===== src/rtl/rfa_pkg.sv =====
// ----------------------------------------------------------------------------
// rfa_pkg
// Shared types and constants of the region Fst accumulator: field widths,
// function codes and the request and response of the iterative divider.
// ----------------------------------------------------------------------------
package rfa_pkg;

  // stream payload widths
  localparam int S_TDATA_W = 48;
  localparam int M_TDATA_W = 56;

  // field and state widths
  localparam int CNT_W  = 16;
  localparam int REG_W  = 10;
  localparam int S1_W   = 40;
  localparam int TOT_W  = 21;
  localparam int SUM_W  = 32;
  localparam int FST_W  = 17;
  localparam int MUL_W  = 21;
  localparam int PROD_W = 2 * MUL_W;

  // divider datapath
  localparam int DIV_W      = 64;
  localparam int QUO_W      = 36;
  localparam int STEP_W     = 6;
  localparam int TERM_STEPS = 36;
  localparam int FST_STEPS  = 18;

  // Fst of one in Q1.16
  localparam logic [FST_W-1:0] FST_ONE = 17'h10000;

  // function codes carried in tuser
  localparam logic FUNC_COUNT = 1'b0;
  localparam logic FUNC_READ  = 1'b1;

  // divider request: pre-shifted divisor, number of quotient bits
  typedef struct packed {
    logic              start;
    logic [DIV_W-1:0]  num;
    logic [DIV_W-1:0]  dsh;
    logic [STEP_W-1:0] steps;
  } rfa_div_req_t;

  // divider response: one-cycle done pulse, quotient held until next start
  typedef struct packed {
    logic             done;
    logic [QUO_W-1:0] quo;
  } rfa_div_rsp_t;

endpackage


===== src/rtl/rfa_div.sv =====
// ----------------------------------------------------------------------------
// rfa_div
// Iterative restoring divider, one quotient bit per cycle. The divisor comes
// pre-shifted to the weight of the top quotient bit.
// ----------------------------------------------------------------------------
module rfa_div (
  input  logic                 clk,
  input  logic                 rst,
  input  rfa_pkg::rfa_div_req_t req,
  output rfa_pkg::rfa_div_rsp_t rsp
);

  import rfa_pkg::*;

  logic              busy;
  logic              done;
  logic [STEP_W-1:0] cnt;
  logic [DIV_W-1:0]  rem;
  logic [DIV_W-1:0]  dsh;
  logic [QUO_W-1:0]  quo;
  logic              fits;

  // one trial subtraction per cycle
  assign fits = (rem >= dsh);

  // step control
  always_ff @(posedge clk) begin
    if (rst) begin
      busy <= 1'b0;
      done <= 1'b0;
      cnt  <= '0;
    end else begin
      done <= 1'b0;
      if (req.start) begin
        busy <= 1'b1;
        cnt  <= req.steps;
      end else if (busy) begin
        cnt <= cnt - 1'b1;
        if (cnt == STEP_W'(1)) begin
          busy <= 1'b0;
          done <= 1'b1;
        end
      end
    end
  end

  // remainder, divisor and quotient datapath
  always_ff @(posedge clk) begin
    if (req.start) begin
      rem <= req.num;
      dsh <= req.dsh;
      quo <= '0;
    end else if (busy) begin
      if (fits) begin
        rem <= rem - dsh;
      end
      dsh <= dsh >> 1;
      quo <= {quo[QUO_W-2:0], fits};
    end
  end

  assign rsp.done = done;
  assign rsp.quo  = quo;

endmodule


===== config.mk =====
export PLATFORM = sky130hd
export DESIGN_NAME = rfa_div
export DESIGN_NICKNAME = d
export VERILOG_FILES = /design/src/rtl/rfa_pkg.sv /design/src/rtl/rfa_div.sv
export SDC_FILE = /design/constraint.sdc
export NUM_CORES = 1
export LEC_CHECK = 0
export ABC_AREA = 1
export BUFFER_PORTS_ARGS = -buffer_cell sky130_fd_sc_hd__buf_2
export CORE_UTILIZATION = 25
export DETAILED_ROUTE_END_ITERATION = 6
export SYNTH_ARGS = -nofsm -noshare
export SYNTH_HDL_FRONTEND = slang
export SYNTH_SLANG_ARGS = --single-unit

===== constraint.sdc =====
create_clock -name clk -period 3.8 [get_ports clk]
set_clock_uncertainty 0.05 [all_clocks]
set_input_delay 0.19 -clock clk [delete_from_list [all_inputs] [get_ports clk]]
set_output_delay 0.19 -clock clk [all_outputs]
set_load 0.01 [all_outputs]

### After elaboration in Yosys (flattened, before gate mapping)

Index checks and enable logic that the tools add are counted.

| cells by class | value |
|---|---|
| equality and inequality tests | 1 |
| order comparisons | 1 |
| mux-type cells | 11 |
| bitwise operators | 1 |
| add/subtract/negate cells | 2 |
| reductions and logical operators | 4 |

Operators with widths:

| cell | number |
|---|---|
| $mux 64 | 5 |
| $ge 64x64->1 | 1 |
| $sub 64x64->64 | 1 |
| $mux 6 | 2 |
| $eq 6x1->1 const B | 1 |
| $sub 6x1->6 const B | 1 |
| $mux 1 | 4 |
| $reduce_bool 2->1 | 2 |
| $reduce_or 3->1 | 1 |
| $reduce_and 2->1 | 1 |
| $not 1->1 | 1 |

| word-level totals | value |
|---|---|
| output and inout port bits | 37 |
| input bits | 137 |
| bits in registers | 172 |
| logic and storage cells | 26 |

### Logic depth before layout (Yosys ltp)

| logic depth | value |
|---|---|
| depth after elaboration | 4 |
| mapped depth | 18 |
| mapped depth without buffers | 17 |

### Worst setup path after synthesis

No wires, ideal clock.

| timing | value |
|---|---|
| kind | reg2reg |
| start point | register rem[0] |
| end point | register rem[0], enable pin |
| cell stages (with the launch flop) | 17 |
| slack | 0.225 ns |
| path buffers | 0 |
| period minus slack after synthesis | 3.575 ns |
| required time | 3.057 ns |
| setup time | 0.693 ns |
| arrival time | 2.832 ns |
| cells stage by stage | edfxtp_1 > inv_1 > ha_1 > inv_1 > fa_1 > nand3_1 > nand3_2 > nand2_1 > nand2_1 > nand2_1 > nand2_1 > nand2_1 > nand2_1 > nand2_1 > nand3_1 > nand2_1 > nand2_1 |

| between the ends | value |
|---|---|
| longest elaborated chain between the ends | 3 |

RTL lines:

| element | line | source |
|---|---|---|
| from (decl) | rfa_div.sv:18 | `logic [DIV_W-1:0] rem;` |
| from (signal assigned) | rfa_div.sv:50 | `rem <= req.num;` |
| from (signal assigned) | rfa_div.sv:55 | `rem <= rem - dsh;` |
| $ge 64x64->1 | rfa_div.sv:24 | `assign fits = (rem >= dsh);` |
| $reduce_bool 2->1 (no line) | - |  |
| $reduce_and 2->1 (no line) | - |  |

Every way passes these cells.
A chain may end at the register's enable or synchronous reset.

### Worst setup path in the final report

| timing | value |
|---|---|
| start point | register dsh[0] |
| end point | register rem[39], enable pin |

| between the ends | value |
|---|---|
| longest elaborated chain between the ends | 3 |

RTL lines:

| element | line | source |
|---|---|---|
| from (decl) | rfa_div.sv:19 | `logic [DIV_W-1:0] dsh;` |
| from (signal assigned) | rfa_div.sv:51 | `dsh <= req.dsh;` |
| from (signal assigned) | rfa_div.sv:57 | `dsh <= dsh >> 1;` |
| $ge 64x64->1 | rfa_div.sv:24 |  |
| $reduce_bool 2->1 (no line) | - |  |
| $reduce_and 2->1 (no line) | - |  |

Every way passes these cells.

==> metrics.md <==
| Metric | Value |
|---|---|
| Buffers added on ports | approximately 170 |
| Largest net degree at the start of global routing | ~140 |
| Slew Viols, Final | 0 |
| Remaining DRCs | 0 |
| Adder-cell share of the synthesized area | between 6 and 7% |
| Largest family of logic cells by synthesized area | simple AND/OR/NAND/NOR gates |
| Clock Root Buffer | clkbuf_16 |
| Final worst setup slack | between 1 and 1.5 ns |
| Global-route wire length before repair | 66.5 mm |
| Hold Slack | ~0.0085 ns |
| Max FO, Critical Path | between 60 and 70 |
| CTS Sinks | ~170 |
| Max incr delay on CP | approximately 0.37 ns |
| Vias per std cell | about 4.2 |
| Synthesized instance count | roughly 2000 |
| Outcome | completed |
| Peak VDD IR | 0.000284 V |
| Cts hold-fix bufs | 130 |
| Post-Layout Cell Count | around 3000 |
| Setup repair bufs after CTS | 0 |
| CTS clk-pin slew, worst paths | about 0.08 ns |
| Total GRT Usage | between 15 and 20% |
| Initial antenna violation count | 1 |
| R2r worst-path depth | 16 |
| Remaining global-route overflow | 0 |
| DP Cell Count | 2791 |
| Via Count | 12500 |
| Unrepaired setup endpoints after global routing | false |
| Critical path's top delay family | simple AND/OR/NAND/NOR gates |
| Final GP Congestion | between 0.9 and 1 |
| Area of the mapped netlist | ~13000 µm² |
| Synth cell types | 37 |
| Crit share post-route | between 70% and 80% |
| Syn. warnings | 0 |
| FF/Latch Area | 4720 µm² |
| Crit-path slowest cell | edfxtp_1 |
| Buffer levels on the longest clock path | 2 |
| DIE AREA | 52600 µm² |
| WL final | 41.7 mm |
| Crit. End Element | flop |
| Crit path buf inv count | 2 |
| Layout area overhead | 27.1% |
| Worst-Margin Slew | between 0.6 and 0.7 ns |
| H-Tree Depth | 4 |
| Io pins | 174 |
| Layout fillers | roughly 5600 |
| Power Density | roughly 480 nW/µm² |
| Final setup TNS | 0 ns |
| Critical path startpoint category | flop |
| Place WS | 1.07 ns |
| Vias in the first global route | between 10000 and 15000 |
| Most frequent cell after synthesis | nand2_1 |
| Cts bufs inserted | 17 |
| Final Setup Violations | 0 |
| Synthesized flop and latch total | approximately 170 |
| # nets final | 2472 |
| Critical path type | reg -> reg |
| Synth Area in XOR/XNOR | about 1.5% |
| Mapped Avg Cell Area | approximately 6.5 µm² |
| Top FF cell, synth | edfxtp_1 |
| Worst hold path class | in -> reg |
| Die width | around 230 µm |
| Share of the synthesized area in the top cell type | approximately 30% |
| R2R Setup Slk | between 1 and 1.5 ns |
| Async SR Flop Fraction | 0% |
| Post-cts sizing count | 0 |
| Slew headroom | a little over half |
| Top cell by count, worst path | nand2_1 |
| Rows | between 80 and 90 |
| CP arrival | between 2 and 3 ns |
| Violation count after the first detailed-route iteration | around 730 |
| Post-synth EDFFs | about 130 |
| Core area | between 50000 and 60000 µm² |
| Leakage power | roughly 8.5 nW |
| CTS tree | done |
| Fmax | 366 MHz |
| Post-synth top cells | 776 x nand2_1, 428 x inv_1, 128 x edfxtp_1 |
| Post-DP HPWL | between 30 and 40 mm |
| Die height | 229 µm |
| Crit path time final | between 2 and 3 ns |
| CP cell instances | ha_1, inv_1, fa_1, nand3_1, nand3_2, nand2_1, nand2_1, nand2_1, nand2_1, nand2_1, nand2_1, nand2_1, nand3_1, nand2_1, nand2_2, buf_12 |
| Initial Utilization | 25.6% |
| Hold Violations, Final | 0 |
| Worst-skew pair later-pin latency | ~0.47 ns |
| DR WL/cell | ~14 µm |
| Critical path depth | 16 |
| Synth Area in Compound Gates | under 10% |
| Area share of and/or/nand/nor cells after synthesis | between 30% and 40% |
| Worst Hold Path Cells | 3 |
| Post-route ant nets | 0 |
| Layout cells sized above 1 | around an eighth |
| Seq/Total Area, Yosys | between 30% and 40% |
| Worst EP required | 3.87 ns |
| Synth area leader | edfxtp_1 |
| Max-cap viol count | 0 |
| Synthesized Nets | ~2200 |
| Synth top area cells | edfxtp_1 30%, nand2_1 23%, inv_1 12% |
| Pre-Repair DR Iteration Count | 5 |
| Footprint of the multi-input gates | approximately 6400 µm² |
| Mux cell area share after synthesis | 0% |
[per-layer routing]
| metal | global-route usage [%] | share of wire, % | vias up |
|---|---|---|---|
| li1 | - | - | 6669 |
| met3 | 3.40 | 5.3 | 41 |
| met1 | 22.4 | 50 | 5487 |
| met4 | 4.54 | 1.7 | 0 |
| met2 | 25.6 | 43 | 285 |
| met5 | 0 | 0 | - |
[where the power goes]
group	leakage, nW	total (mW)	switching [mW]	internal [mW]
clock network	0.284	1.72	0.840	0.883
logic	6.59	3.77	2.51	1.27
registers	1.66	2.43	0.0762	2.36
total	8.53	7.93	3.42	4.51
[final timing paths]
path / endpoint / from
worst min register to register: quo[35] / quo[35]
worst max-delay path: rem[39] / dsh[0]
worst max register to register: rem[39] / dsh[0]
worst min-delay path: dsh[18] / req[24]
[cells by family (layout without fill, tap and decap cells)]
kind of cell | Yosys count | after routing
AND/OR/NAND/NOR | 1056 | 1056
XOR/XNOR | 22 | 22
AO/OA/AOI/OAI | 187 | 187
flip-flops | 172 | 172
adder cells (fa/ha/maj) | 67 | 67
other | 0 | 2
buffers and inverters | 473 | 777
[state kept, by name (all words and copies together) (netlist names)]
register and cells:
busy 1, cnt 6, done 1, dsh 64, quo 36, rem 64
[cell type report]
cell class	instances	area share, %
clock inverters	13	0.769
clock buffers	19	2.70
flip-flops and latches	172	28.8
inverters	435	9.95
multi-input cells	1332	39.0
diodes	2	0.0305
well taps	672	5.12
repair buffers	310	13.7
[stage by stage]
step / cell area [µm²] / power (mW) / util (%)
2_1_floorplan: 12900 / 5.08 / -
3_3_place_gp: 14500 / 6.10 / 28.8
3_5_place_dp: 14500 / 6.12 / 28.8
4_1_cts: 16400 / 7.98 / 32.5
5_1_grt: 16400 / 8.58 / 32.5
6_report: 16400 / 7.93 / 32.5
[worst reg2reg max path, cell delays in order (launching register included)]
cell	delay [ns]
edfxtp_1	0.37
ha_1	0.18
inv_1	0.09
fa_1	0.24
nand3_1	0.10
nand3_2	0.14
nand2_1	0.06
nand2_1	0.12
nand2_1	0.06
nand2_1	0.11
nand2_1	0.08
nand2_1	0.09
nand2_1	0.05
nand3_1	0.09
nand2_1	0.07
nand2_2	0.08
buf_12	0.35
[layout by cell type, fill, tap and decap left out, drive strengths merged, types with 6 or more instances in the layout]
master and n:
nand2 793, inv 441, buf 180, dlygate4sd3 130, edfxtp 128, nor2 119, o21ai 102, nand3 94
ha 66, a21oi 47, dfxtp 44, o22ai 33, xnor2 21, clkbuf 19, nor3 19, nand4 12
nand3b 10, clkinv 7, or2 6
(Power assumes the default switching activity.)
